### config.mk
export PLATFORM = sky130hd
export DESIGN_NAME = delimited_field_extract_flat
export DESIGN_NICKNAME = d
export VERILOG_FILES = /design/src/rtl/dfe_pkg.sv /design/src/rtl/dfe_stream_if.sv /design/src/rtl/delimited_field_extract.sv /design/src/rtl/dfe_cell.sv /design/src/rtl/dfe_cfg_regs.sv /design/src/flat_wrapper.sv
export VERILOG_INCLUDE_DIRS = /design/src /design/src/rtl
export SDC_FILE = /design/constraint.sdc
export NUM_CORES = 1
export LEC_CHECK = 0
export ABC_CLOCK_PERIOD_IN_PS = 5100
export BUFFER_PORTS_ARGS = -buffer_cell sky130_fd_sc_hd__buf_2
export CAP_MARGIN = 5
export CORE_UTILIZATION = 45
export DETAILED_ROUTE_END_ITERATION = 16
export PLACE_DENSITY = 0.65
export REMOVE_ABC_BUFFERS = 1
export SYNTH_ARGS = -nofsm -noshare
export SYNTH_HDL_FRONTEND = slang
export SYNTH_SLANG_ARGS = --single-unit
### constraint.sdc
create_clock -name clk_i -period 5.1 [get_ports clk_i]
set_input_delay 0.51 -clock clk_i [delete_from_list [all_inputs] [get_ports clk_i]]
set_output_delay 0.51 -clock clk_i [all_outputs]
set_load 0.05 [all_outputs]
### src/rtl/delimited_field_extract_assert.svh
// Assertion macros for the delimited field extractor.
// Used by modules that carry concurrent checks; relies on clk_i and rst_ni in scope.
`ifndef DELIMITED_FIELD_EXTRACT_ASSERT_SVH
`define DELIMITED_FIELD_EXTRACT_ASSERT_SVH
`ifndef SYNTHESIS
`define DFE_ASSERT(lbl, prop, msg) \
  lbl: assert property (@(posedge clk_i) disable iff (!rst_ni) prop) else $error(msg);
`define DFE_ASSERT_NEXT(lbl, ante, cons, msg) \
  lbl: assert property (@(posedge clk_i) disable iff (!rst_ni) (ante) |=> (cons)) \
    else $error(msg);
`else
`define DFE_ASSERT(lbl, prop, msg)
`define DFE_ASSERT_NEXT(lbl, ante, cons, msg)
`endif
`endif

### src/rtl/dfe_pkg.sv
// Shared types, constants and helpers for the delimited field extractor.
// No dependencies; the other RTL modules and interfaces refer to it by scoped names.
package dfe_pkg;

  localparam int DELIM_BYTES   = 8;   // cells in the match window, 1..8
  localparam int OFFSET_BITS   = 16;  // stream position width, 8..32
  localparam int OUT_BITS      = 16;  // width of the result offset/length fields
  localparam int LEN_BITS      = 4;
  localparam int PAT_BITS      = 64;
  localparam int APB_DATA_BITS = 64;
  localparam int APB_ADDR_BITS = 5;
  localparam int REG_SEL_BITS  = 2;

  localparam logic [REG_SEL_BITS-1:0] REG_OPEN_PATTERN  = 2'd0;
  localparam logic [REG_SEL_BITS-1:0] REG_OPEN_LENGTH   = 2'd1;
  localparam logic [REG_SEL_BITS-1:0] REG_CLOSE_PATTERN = 2'd2;
  localparam logic [REG_SEL_BITS-1:0] REG_CLOSE_LENGTH  = 2'd3;

  typedef struct packed {
    logic [PAT_BITS-1:0] open_pattern;
    logic [LEN_BITS-1:0] open_length;
    logic [PAT_BITS-1:0] close_pattern;
    logic [LEN_BITS-1:0] close_length;
  } cfg_t;

  typedef struct packed {
    logic shift;
  } cell_ctrl_t;

  typedef struct packed {
    logic open_hit;
    logic close_hit;
  } cell_hit_t;

  function automatic logic [7:0] fold_case(input logic [7:0] c);
    logic [7:0] r;
    r = c;
    if (c >= 8'h41 && c <= 8'h5A) begin
      r = c + 8'h20;
    end
    return r;
  endfunction

endpackage

### src/rtl/dfe_stream_if.sv
// Valid/ready stream interfaces for the extractor's byte input and result output.
// Depends on dfe_pkg for the result field width.
interface dfe_in_if;
  logic       valid;
  logic       ready;
  logic [7:0] data_byte;
  logic       last;

  modport source (output valid, data_byte, last, input ready);
  modport sink   (input valid, data_byte, last, output ready);
endinterface

interface dfe_out_if;
  logic                         valid;
  logic                         ready;
  logic                         found;
  logic [dfe_pkg::OUT_BITS-1:0] value_offset;
  logic [dfe_pkg::OUT_BITS-1:0] value_length;

  modport source (output valid, found, value_offset, value_length, input ready);
  modport sink   (input valid, found, value_offset, value_length, output ready);
endinterface

### src/rtl/delimited_field_extract.sv
// Delimited field extractor: top level with the cell chain and stream control.
// Depends on dfe_pkg, dfe_stream_if, dfe_cell, dfe_cfg_regs and the assert header.
//
// Usage: bytes of a stream arrive on in_i (data_byte, last), one word per
// byte. The opening delimiter is sought case-insensitively, then the closing
// delimiter from the end of the opening match on. A NUL byte ends the search.
// On the word marked last one result word leaves on out_o: found, the
// offset of the value and its length (both zero when not found); the stream
// state then clears for the next stream.
// Throughput: one byte per cycle while in_i.ready is high. Each byte is matched
// in the cycle it is taken, against a window of DELIM_BYTES cells that shift one
// byte for each nonzero byte taken in the search. The result is valid the cycle
// after the last byte is taken and sits in an output register; in_i.ready is low
// only while that register is full and out_o.ready is low, so a stalled receiver
// holds the input back for as long as a result word waits there.
// Reset: delimiters 0, lengths 1, stream state cleared, no result pending.
// Configure over APB (8-byte register stride) only while no stream is open.
`include "delimited_field_extract_assert.svh"

module delimited_field_extract (
  input  logic                              clk_i,
  input  logic                              rst_ni,
  dfe_in_if.sink                            in_i,
  dfe_out_if.source                         out_o,
  input  logic                              psel,
  input  logic                              penable,
  input  logic                              pwrite,
  input  logic [dfe_pkg::APB_ADDR_BITS-1:0] paddr,
  input  logic [dfe_pkg::APB_DATA_BITS-1:0] pwdata,
  output logic [dfe_pkg::APB_DATA_BITS-1:0] prdata,
  output logic                              pready
);

  localparam int NB = dfe_pkg::DELIM_BYTES;
  localparam int OB = dfe_pkg::OFFSET_BITS;
  localparam int LB = dfe_pkg::LEN_BITS;

  localparam logic [1:0] PH_OPEN  = 2'd0;
  localparam logic [1:0] PH_CLOSE = 2'd1;
  localparam logic [1:0] PH_DONE  = 2'd2;

  localparam logic [OB-1:0] MAX_POS = '1;
  localparam logic [LB-1:0] BSS_MAX = '1;

  dfe_pkg::cfg_t      cfg;
  dfe_pkg::cell_ctrl_t cell_ctrl;
  dfe_pkg::cell_hit_t [NB-1:0] hit;
  logic [NB-1:0][7:0] chain;

  logic [1:0]    phase_q, phase_d;
  logic [OB-1:0] pos_q, pos_d;
  logic [OB-1:0] vstart_q, vstart_d;
  logic [LB-1:0] bss_q, bss_d;
  logic          mfound_q, mfound_d;
  logic [OB-1:0] mlen_q, mlen_d;

  logic                      out_valid_q, out_valid_d;
  logic                      out_found_q, out_found_d;
  logic [dfe_pkg::OUT_BITS-1:0] out_off_q, out_off_d;
  logic [dfe_pkg::OUT_BITS-1:0] out_len_q, out_len_d;

  logic          accept;
  logic          active;
  logic          byte_nz;
  logic          pos_ok;
  logic [LB-1:0] bss_inc;
  logic [LB-1:0] open_n, close_n;
  logic [NB-1:0] open_use, close_use, open_bits, close_bits;
  logic          open_ok, close_ok;

  dfe_cfg_regs u_regs (
    .clk_i    (clk_i),
    .rst_ni   (rst_ni),
    .psel_i   (psel),
    .penable_i(penable),
    .pwrite_i (pwrite),
    .paddr_i  (paddr),
    .pwdata_i (pwdata),
    .prdata_o (prdata),
    .cfg_o    (cfg)
  );
  assign pready = 1'b1;

  // lengths above the window size act as the window size
  assign open_n  = (cfg.open_length > LB'(NB))  ? LB'(NB) : cfg.open_length;
  assign close_n = (cfg.close_length > LB'(NB)) ? LB'(NB) : cfg.close_length;

  assign in_i.ready = !out_valid_q || out_o.ready;
  assign accept     = in_i.valid && in_i.ready;
  assign active     = (phase_q == PH_OPEN) || (phase_q == PH_CLOSE);
  assign byte_nz    = (in_i.data_byte != 8'h00);
  assign pos_ok     = (pos_q != MAX_POS);
  assign bss_inc    = (bss_q == BSS_MAX) ? bss_q : bss_q + LB'(1);
  assign cell_ctrl.shift = accept && active && byte_nz;

  // cell j holds the byte j places back; it lines up with pattern byte n-1-j
  for (genvar j = 0; j < NB; j++) begin : g_cell
    logic [LB-1:0] open_idx, close_idx;
    logic [7:0]    open_b, close_b, cell_in;

    assign open_idx  = open_n - LB'(j) - LB'(1);
    assign close_idx = close_n - LB'(j) - LB'(1);
    assign open_b    = cfg.open_pattern[8*open_idx[2:0] +: 8];
    assign close_b   = cfg.close_pattern[8*close_idx[2:0] +: 8];
    assign open_use[j]  = (LB'(j) < open_n);
    assign close_use[j] = (LB'(j) < close_n);
    assign open_bits[j]  = hit[j].open_hit || !open_use[j];
    assign close_bits[j] = hit[j].close_hit || !close_use[j];

    if (j == 0) begin : g_head
      assign cell_in = in_i.data_byte;
    end else begin : g_body
      assign cell_in = chain[j-1];
    end

    dfe_cell u_cell (
      .clk_i       (clk_i),
      .rst_ni      (rst_ni),
      .ctrl_i      (cell_ctrl),
      .byte_i      (cell_in),
      .open_byte_i (open_b),
      .close_byte_i(close_b),
      .byte_o      (chain[j]),
      .hit_o       (hit[j])
    );
  end

  assign open_ok  = (open_n != '0) && (bss_inc >= open_n) && (&open_bits);
  assign close_ok = (close_n != '0) && (bss_inc >= close_n) && (&close_bits);

  always_comb begin
    phase_d  = phase_q;
    pos_d    = pos_q;
    vstart_d = vstart_q;
    bss_d    = bss_q;
    mfound_d = mfound_q;
    mlen_d   = mlen_q;

    out_valid_d = out_valid_q && !out_o.ready;
    out_found_d = out_found_q;
    out_off_d   = out_off_q;
    out_len_d   = out_len_q;

    if (accept) begin
      if (active) begin
        if (!byte_nz) begin
          phase_d = PH_DONE;
        end else begin
          bss_d = bss_inc;
          if (pos_ok) begin
            if (phase_q == PH_OPEN && open_ok) begin
              vstart_d = pos_q + OB'(1);
              phase_d  = PH_CLOSE;
              bss_d    = '0;
            end else if (phase_q == PH_CLOSE && close_ok) begin
              mfound_d = 1'b1;
              mlen_d   = pos_q + OB'(1) - OB'(close_n) - vstart_q;
              phase_d  = PH_DONE;
            end
          end
        end
      end
      if (pos_ok) begin
        pos_d = pos_q + OB'(1);
      end

      if (in_i.last) begin
        out_valid_d = 1'b1;
        out_found_d = mfound_d;
        out_off_d   = mfound_d ? dfe_pkg::OUT_BITS'(vstart_d) : '0;
        out_len_d   = mfound_d ? dfe_pkg::OUT_BITS'(mlen_d) : '0;
        phase_d  = PH_OPEN;
        pos_d    = '0;
        vstart_d = '0;
        bss_d    = '0;
        mfound_d = 1'b0;
        mlen_d   = '0;
      end
    end
  end

  always_ff @(posedge clk_i or negedge rst_ni) begin
    if (!rst_ni) begin
      phase_q     <= PH_OPEN;
      pos_q       <= '0;
      vstart_q    <= '0;
      bss_q       <= '0;
      mfound_q    <= 1'b0;
      mlen_q      <= '0;
      out_valid_q <= 1'b0;
    end else begin
      phase_q     <= phase_d;
      pos_q       <= pos_d;
      vstart_q    <= vstart_d;
      bss_q       <= bss_d;
      mfound_q    <= mfound_d;
      mlen_q      <= mlen_d;
      out_valid_q <= out_valid_d;
    end
  end

  always_ff @(posedge clk_i) begin
    out_found_q <= out_found_d;
    out_off_q   <= out_off_d;
    out_len_q   <= out_len_d;
  end

  assign out_o.valid        = out_valid_q;
  assign out_o.found        = out_found_q;
  assign out_o.value_offset = out_off_q;
  assign out_o.value_length = out_len_q;

  `DFE_ASSERT(a_notfound_zero,
    (out_valid_q && !out_found_q) |-> (out_off_q == '0 && out_len_q == '0),
    "miss result carries nonzero fields")
  `DFE_ASSERT(a_close_has_start, (phase_q == PH_CLOSE) |-> (vstart_q != '0),
    "seeking close without a value start")
  `DFE_ASSERT(a_stall_only_full, (!in_i.ready) |-> out_valid_q,
    "input stalled with empty output register")
  `DFE_ASSERT_NEXT(a_clear_on_last, accept && in_i.last,
    pos_q == '0 && phase_q == PH_OPEN && out_valid_q,
    "stream state not cleared after last word")

endmodule

### src/rtl/dfe_cell.sv
// One stage of the match window: holds one recent byte and compares the byte
// entering it against its opening and closing delimiter bytes. Uses dfe_pkg.
module dfe_cell (
  input  logic                clk_i,
  input  logic                rst_ni,
  input  dfe_pkg::cell_ctrl_t ctrl_i,
  input  logic [7:0]          byte_i,
  input  logic [7:0]          open_byte_i,
  input  logic [7:0]          close_byte_i,
  output logic [7:0]          byte_o,
  output dfe_pkg::cell_hit_t  hit_o
);

  logic [7:0] byte_q;
  logic [7:0] byte_d;
  logic [7:0] byte_fold;

  assign byte_d    = ctrl_i.shift ? byte_i : byte_q;
  assign byte_fold = dfe_pkg::fold_case(byte_i);

  // compare on the incoming byte: it is what the window holds after this step
  assign hit_o.open_hit  = (byte_fold == dfe_pkg::fold_case(open_byte_i));
  assign hit_o.close_hit = (byte_fold == dfe_pkg::fold_case(close_byte_i));
  assign byte_o          = byte_q;

  always_ff @(posedge clk_i or negedge rst_ni) begin
    if (!rst_ni) begin
      byte_q <= '0;
    end else begin
      byte_q <= byte_d;
    end
  end

endmodule

### src/rtl/dfe_cfg_regs.sv
// APB register file holding the two delimiters and their lengths.
// Uses dfe_pkg for the register map and the cfg_t bundle.
module dfe_cfg_regs (
  input  logic                              clk_i,
  input  logic                              rst_ni,
  input  logic                              psel_i,
  input  logic                              penable_i,
  input  logic                              pwrite_i,
  input  logic [dfe_pkg::APB_ADDR_BITS-1:0] paddr_i,
  input  logic [dfe_pkg::APB_DATA_BITS-1:0] pwdata_i,
  output logic [dfe_pkg::APB_DATA_BITS-1:0] prdata_o,
  output dfe_pkg::cfg_t                     cfg_o
);

  dfe_pkg::cfg_t                     cfg_q;
  dfe_pkg::cfg_t                     cfg_d;
  logic                              wr_en;
  logic [dfe_pkg::REG_SEL_BITS-1:0]  reg_sel;

  // registers sit on 8-byte strides
  assign reg_sel = paddr_i[dfe_pkg::APB_ADDR_BITS-1:3];
  assign wr_en   = psel_i && penable_i && pwrite_i;

  always_comb begin
    cfg_d = cfg_q;
    if (wr_en) begin
      case (reg_sel)
        dfe_pkg::REG_OPEN_PATTERN:  cfg_d.open_pattern  = pwdata_i[dfe_pkg::PAT_BITS-1:0];
        dfe_pkg::REG_OPEN_LENGTH:   cfg_d.open_length   = pwdata_i[dfe_pkg::LEN_BITS-1:0];
        dfe_pkg::REG_CLOSE_PATTERN: cfg_d.close_pattern = pwdata_i[dfe_pkg::PAT_BITS-1:0];
        dfe_pkg::REG_CLOSE_LENGTH:  cfg_d.close_length  = pwdata_i[dfe_pkg::LEN_BITS-1:0];
        default: cfg_d = cfg_q;
      endcase
    end
  end

  always_comb begin
    case (reg_sel)
      dfe_pkg::REG_OPEN_PATTERN:  prdata_o = dfe_pkg::APB_DATA_BITS'(cfg_q.open_pattern);
      dfe_pkg::REG_OPEN_LENGTH:   prdata_o = dfe_pkg::APB_DATA_BITS'(cfg_q.open_length);
      dfe_pkg::REG_CLOSE_PATTERN: prdata_o = dfe_pkg::APB_DATA_BITS'(cfg_q.close_pattern);
      dfe_pkg::REG_CLOSE_LENGTH:  prdata_o = dfe_pkg::APB_DATA_BITS'(cfg_q.close_length);
      default: prdata_o = '0;
    endcase
  end

  assign cfg_o = cfg_q;

  always_ff @(posedge clk_i or negedge rst_ni) begin
    if (!rst_ni) begin
      cfg_q.open_pattern  <= '0;
      cfg_q.open_length   <= dfe_pkg::LEN_BITS'(1);
      cfg_q.close_pattern <= '0;
      cfg_q.close_length  <= dfe_pkg::LEN_BITS'(1);
    end else begin
      cfg_q <= cfg_d;
    end
  end

endmodule

### src/flat_wrapper.sv
// flat-port wrapper written by rule: the top's interface ports become plain ports
module delimited_field_extract_flat 
  (clk_i, rst_ni, psel, penable, pwrite, paddr, pwdata, prdata, pready, in_i_valid, in_i_data_byte, in_i_last, in_i_ready, out_o_valid, out_o_found, out_o_value_offset, out_o_value_length, out_o_ready);
  dfe_in_if in_i_i ();
  dfe_out_if out_o_i ();
  input  logic clk_i;
  input  logic rst_ni;
  input  logic psel;
  input  logic penable;
  input  logic pwrite;
  input  logic [dfe_pkg::APB_ADDR_BITS-1:0] paddr;
  input  logic [dfe_pkg::APB_DATA_BITS-1:0] pwdata;
  output logic [dfe_pkg::APB_DATA_BITS-1:0] prdata;
  output logic pready;
  input wire logic [$bits(in_i_i.valid)-1:0] in_i_valid;
  input wire logic [$bits(in_i_i.data_byte)-1:0] in_i_data_byte;
  input wire logic [$bits(in_i_i.last)-1:0] in_i_last;
  output wire logic [$bits(in_i_i.ready)-1:0] in_i_ready;
  output wire logic [$bits(out_o_i.valid)-1:0] out_o_valid;
  output wire logic [$bits(out_o_i.found)-1:0] out_o_found;
  output wire logic [$bits(out_o_i.value_offset)-1:0] out_o_value_offset;
  output wire logic [$bits(out_o_i.value_length)-1:0] out_o_value_length;
  input wire logic [$bits(out_o_i.ready)-1:0] out_o_ready;
  assign in_i_i.valid = in_i_valid;
  assign in_i_i.data_byte = in_i_data_byte;
  assign in_i_i.last = in_i_last;
  assign in_i_ready = in_i_i.ready;
  assign out_o_valid = out_o_i.valid;
  assign out_o_found = out_o_i.found;
  assign out_o_value_offset = out_o_i.value_offset;
  assign out_o_value_length = out_o_i.value_length;
  assign out_o_i.ready = out_o_ready;
  delimited_field_extract u_core (.clk_i(clk_i), .rst_ni(rst_ni), .in_i(in_i_i), .out_o(out_o_i), .psel(psel), .penable(penable), .pwrite(pwrite), .paddr(paddr), .pwdata(pwdata), .prdata(prdata), .pready(pready));
endmodule
==> results by group <==
Setup path
  – R2r startpoint: u_core.u_regs.cfg_o[68]
  – Largest fanout on the critical path: 38
  – End of the worst register-to-register path: u_core.out_o.value_offset[3]
  – Crit. End Element: register
  – Reg2reg path depth: 19
  – FF-to-FF setup slack: 80 ps
  – Critical path required time: 5400 ps
  – Critical path startpoint category: register
  – CP arrival: 5320 ps
  – Crit Path Class: register to register

Clock network
  – Clock sinks: roughly 280
  – Clock Pin Slew Worst Setup and Hold Paths: 60 ps
  – Worst skew pair latency: 560 ps
  – Cts bufs inserted: 36
  – CTS tree: built
  – Clock root buffer: clkbuf_16
  – Longest Clk Path Bufs: 3
  – H-tree level count: 2

Layout
  – Share of cells above drive strength 1: 32.58%
  – Fin util: 53.23%
  – Highest-count cells in the layout ignoring fill and taps: dfrtp_1, mux2i_1, mux2_2
  – Commonest non-fill, non-tap cell in the layout: dfrtp_1
  – Area grow syn2layout: 16.92%
  – Fill cells: 4368
  – Post-Layout Cell Count: 3007
  – Final nets: 2469

Timing
  – Clock skew: 29.39 ps
  – Crit path time final: 5016 ps
  – Slew Limit Headroom: 33.38%
  – Fin. Hold Viols: 0
  – PnR worst setup slack: between 80 and 90 ps
  – Slew @ Worst Pin: 996.8 ps
  – Max-slew violations: 0
  – Fmax: 199.3 MHz
  – Crit share post-route: 98.36%
  – Final setup fails: 0

Power and ir drop
  – Combinational Power Share: 59.2%
  – Switch Pwr: 6542 µW
  – Sw frac: 44.31%
  – Clock share of power: 18.2%
  – Flop pwr share: between 20 and 25%
  – Leakage: 0.01144 µW
  – Power per cell area: 567.8 nW/µm²
  – Internal: 8221 µW
  – Final Power: about 15000 µW
  – Peak supply drop: 0.2849 mV

Drt
  – WL final: 71.10 mm
  – Vias: around 18000
  – DRC Markers: 0
  – Final ANT Viol Nets: 0
  – Via density: 6.054
  – WL per Instance: roughly 24 µm
  – First-pass DRT Iterations: 6
  – DRT iter0 DRCs: about 1500

Placed design
  – Placer Congestion: slightly below 1
  – Port Buffers: 180
  – Worst slack at placement: -27.67 ps
  – Dpl cells: 2940
  – Post-DP HPWL: 55.11 mm

Hold path
  – Worst hold path cell count: 2
  – Hold path start: pwdata[51]
  – HP Class: input port to register
  – Hold worst-path end: u_core.u_regs.cfg_o[55]

Synth
  – Ys flop type: dfrtp_1
  – Asr flop ratio synth: 88.26%
  – Synth warn: 0
  – Avg Cell Area, Syn: 10.76 µm²
  – Post-Syn Instances: 2066
  – Sequential area share after synthesis: 32.37%
  – Synth Register Bits: 281
  – Unique cell type count in the Yosys netlist: 91
  – Synth Cell Area: 22240 µm²
  – EDFF count, synth: 33

Run status
  – Status: completed

Global routing
  – Total GRT Usage: 28.30%
  – GRT overflow: 0
  – Largest net degree at the start of global routing: 111
  – First-pass GRT wire length: 107.9 mm
  – Initial antenna violation count: 3
  – Vias in the first global route: 17900

Die
  – Floorplan row count: 81
  – Ports: 185
  – Core area: 48850 µm²
  – Die Area: 50310 µm²
  – Die width: 224.3 µm
  – Initial core utilization: between 40% and 50%
  – Height of the die: 224.3 µm

Job
  – Max-cap violations: 0
area by class of cell:
type                       count  area [µm²]  area share [%]
sequential                   281        7199           27.69
tap                          664       830.8           3.195
inverter                     107       411.6           1.583
antenna                        1       2.502        0.009624
timing repair buffer         323        2160           8.306
clock buffer                  49        1020           3.922
clock inverter                15       219.0          0.8421
multi-input combinational   1567       14160           54.45
worst max-delay path, cell delays in order, from the launching register on:
cell and delay (ps):
dfstp_2 540, nor2b_4 200, buf_12 270, mux2i_1 250, buf_4 220, mux4_2 500
o21a_1 200, o32ai_1 430, buf_4 220, o31ai_2 70, xnor2_1 120, nor4_1 310
buf_4 170, nand2b_1 130, buf_4 110, nand4_1 160, nor3_2 260, buf_12 230
mux2i_1 290, nor2_1 70
Yosys cell counts, drive strengths merged (12+ instances only):
cell       n  area share (%)
a21oi     50             1.1
a31oi     17            0.48
and3      17            0.48
buf       62             1.8
clkbuf    49            0.83
dfrtp    246              28
edfxtp    33             4.5
ha        64             3.6
inv      106             1.8
mux2     209              11
mux2i    227              10
mux4     119              12
nand2    104             1.8
nand2b    16            0.48
nand3     73             1.6
nand3b    17            0.57
nor2     153             2.6
nor2b     16            0.45
nor3      39            0.88
nor4      16            0.45
o21ai     82             1.8
o2bb2ai   20             1.1
o311ai    12            0.47
o31ai     12            0.43
xnor2     92             3.6
xor2      60             2.4
power by group through the flow:
stage	sequential (µW)	combinational, µW	clock [µW]
floorplan	3180	5790	0
global placement	3330	8320	0
detailed placement	3360	8520	0
CTS	3320	8550	2740
global route	3400	9300	2830
finish	3340	8740	2690
per-stage QoR:
stage | setup TNS [ps] | area, µm² | hold WS (ps)
detailed placement | -44.05 | 24650 | 500.9
global route | -5.523 | 26000 | 190.5
floorplan | -304970 | 21650 | 214.4
global placement | -8.945 | 24650 | 492.1
finish | 0 | 26000 | 194.3
CTS | 0 | 25910 | 173.2
flip-flops by register name (all words and copies together), names as in the netlist:
signal                       count
u_core.u_regs.cfg_o            136
u_core.g_cell.u_cell.byte_o     56
u_core.mlen_q                   16
u_core.out_o.value_length       16
u_core.out_o.value_offset       16
u_core.pos_q                    16
u_core.vstart_q                 16
u_core.bss_q                     4
u_core.phase_q                   2
u_core.mfound_q                  1
u_core.out_o.found               1
u_core.out_o.valid               1
logic make-up after synthesis:
family	after synthesis	share of synthesized area (%)
and+or+nand+nor	497	10.85
adders and majority gates	69	4.006
other	1	0.01686
buffers and inverters	218	4.490
AOI/OAI and AO/OA	292	9.311
DFF	281	32.37
xor gates and xnor gates	153	6.088
muxes	555	32.87
repair_timing:
action / in CTS / in global routing
buffers inserted: 0 / 1
setup endpoints to repair: 6 / 65
hold endpoints to repair: 3 / 0
resized for setup: 2 / 16
hold buffers: 1 / 0
pin swaps: 0 / 2
how the worst max path moves through the flow:
stage | slack [ps] | cells past startpoint | startpoint | end
5_1_grt | -6 | 18 | u_core.u_regs.cfg_o[3] | u_core.mlen_q[14]
3_3_place_gp | -9 | 18 | u_core.u_regs.cfg_o[3] | u_core.mlen_q[14]
3_5_place_dp | -30 | 17 | u_core.u_regs.cfg_o[0] | u_core.mlen_q[14]
2_1_floorplan | -5360 | 13 | u_core.u_regs.cfg_o[68] | u_core.vstart_q[0]
6_report | 80 | 19 | u_core.u_regs.cfg_o[68] | u_core.out_o.value_offset[3]
4_1_cts | 10 | 21 | u_core.u_regs.cfg_o[3] | u_core.mlen_q[14]
layer usage:
layer  vias up  share of wire (%)  track usage (%)
met5         -              0.018                0
met4         2                4.4            11.21
met3       142                6.9            5.617
met2       679                 46            45.49
met1      9172                 42            37.56
li1       8210                  -                -
No activity file was read; power rests on OpenSTA's default activity.
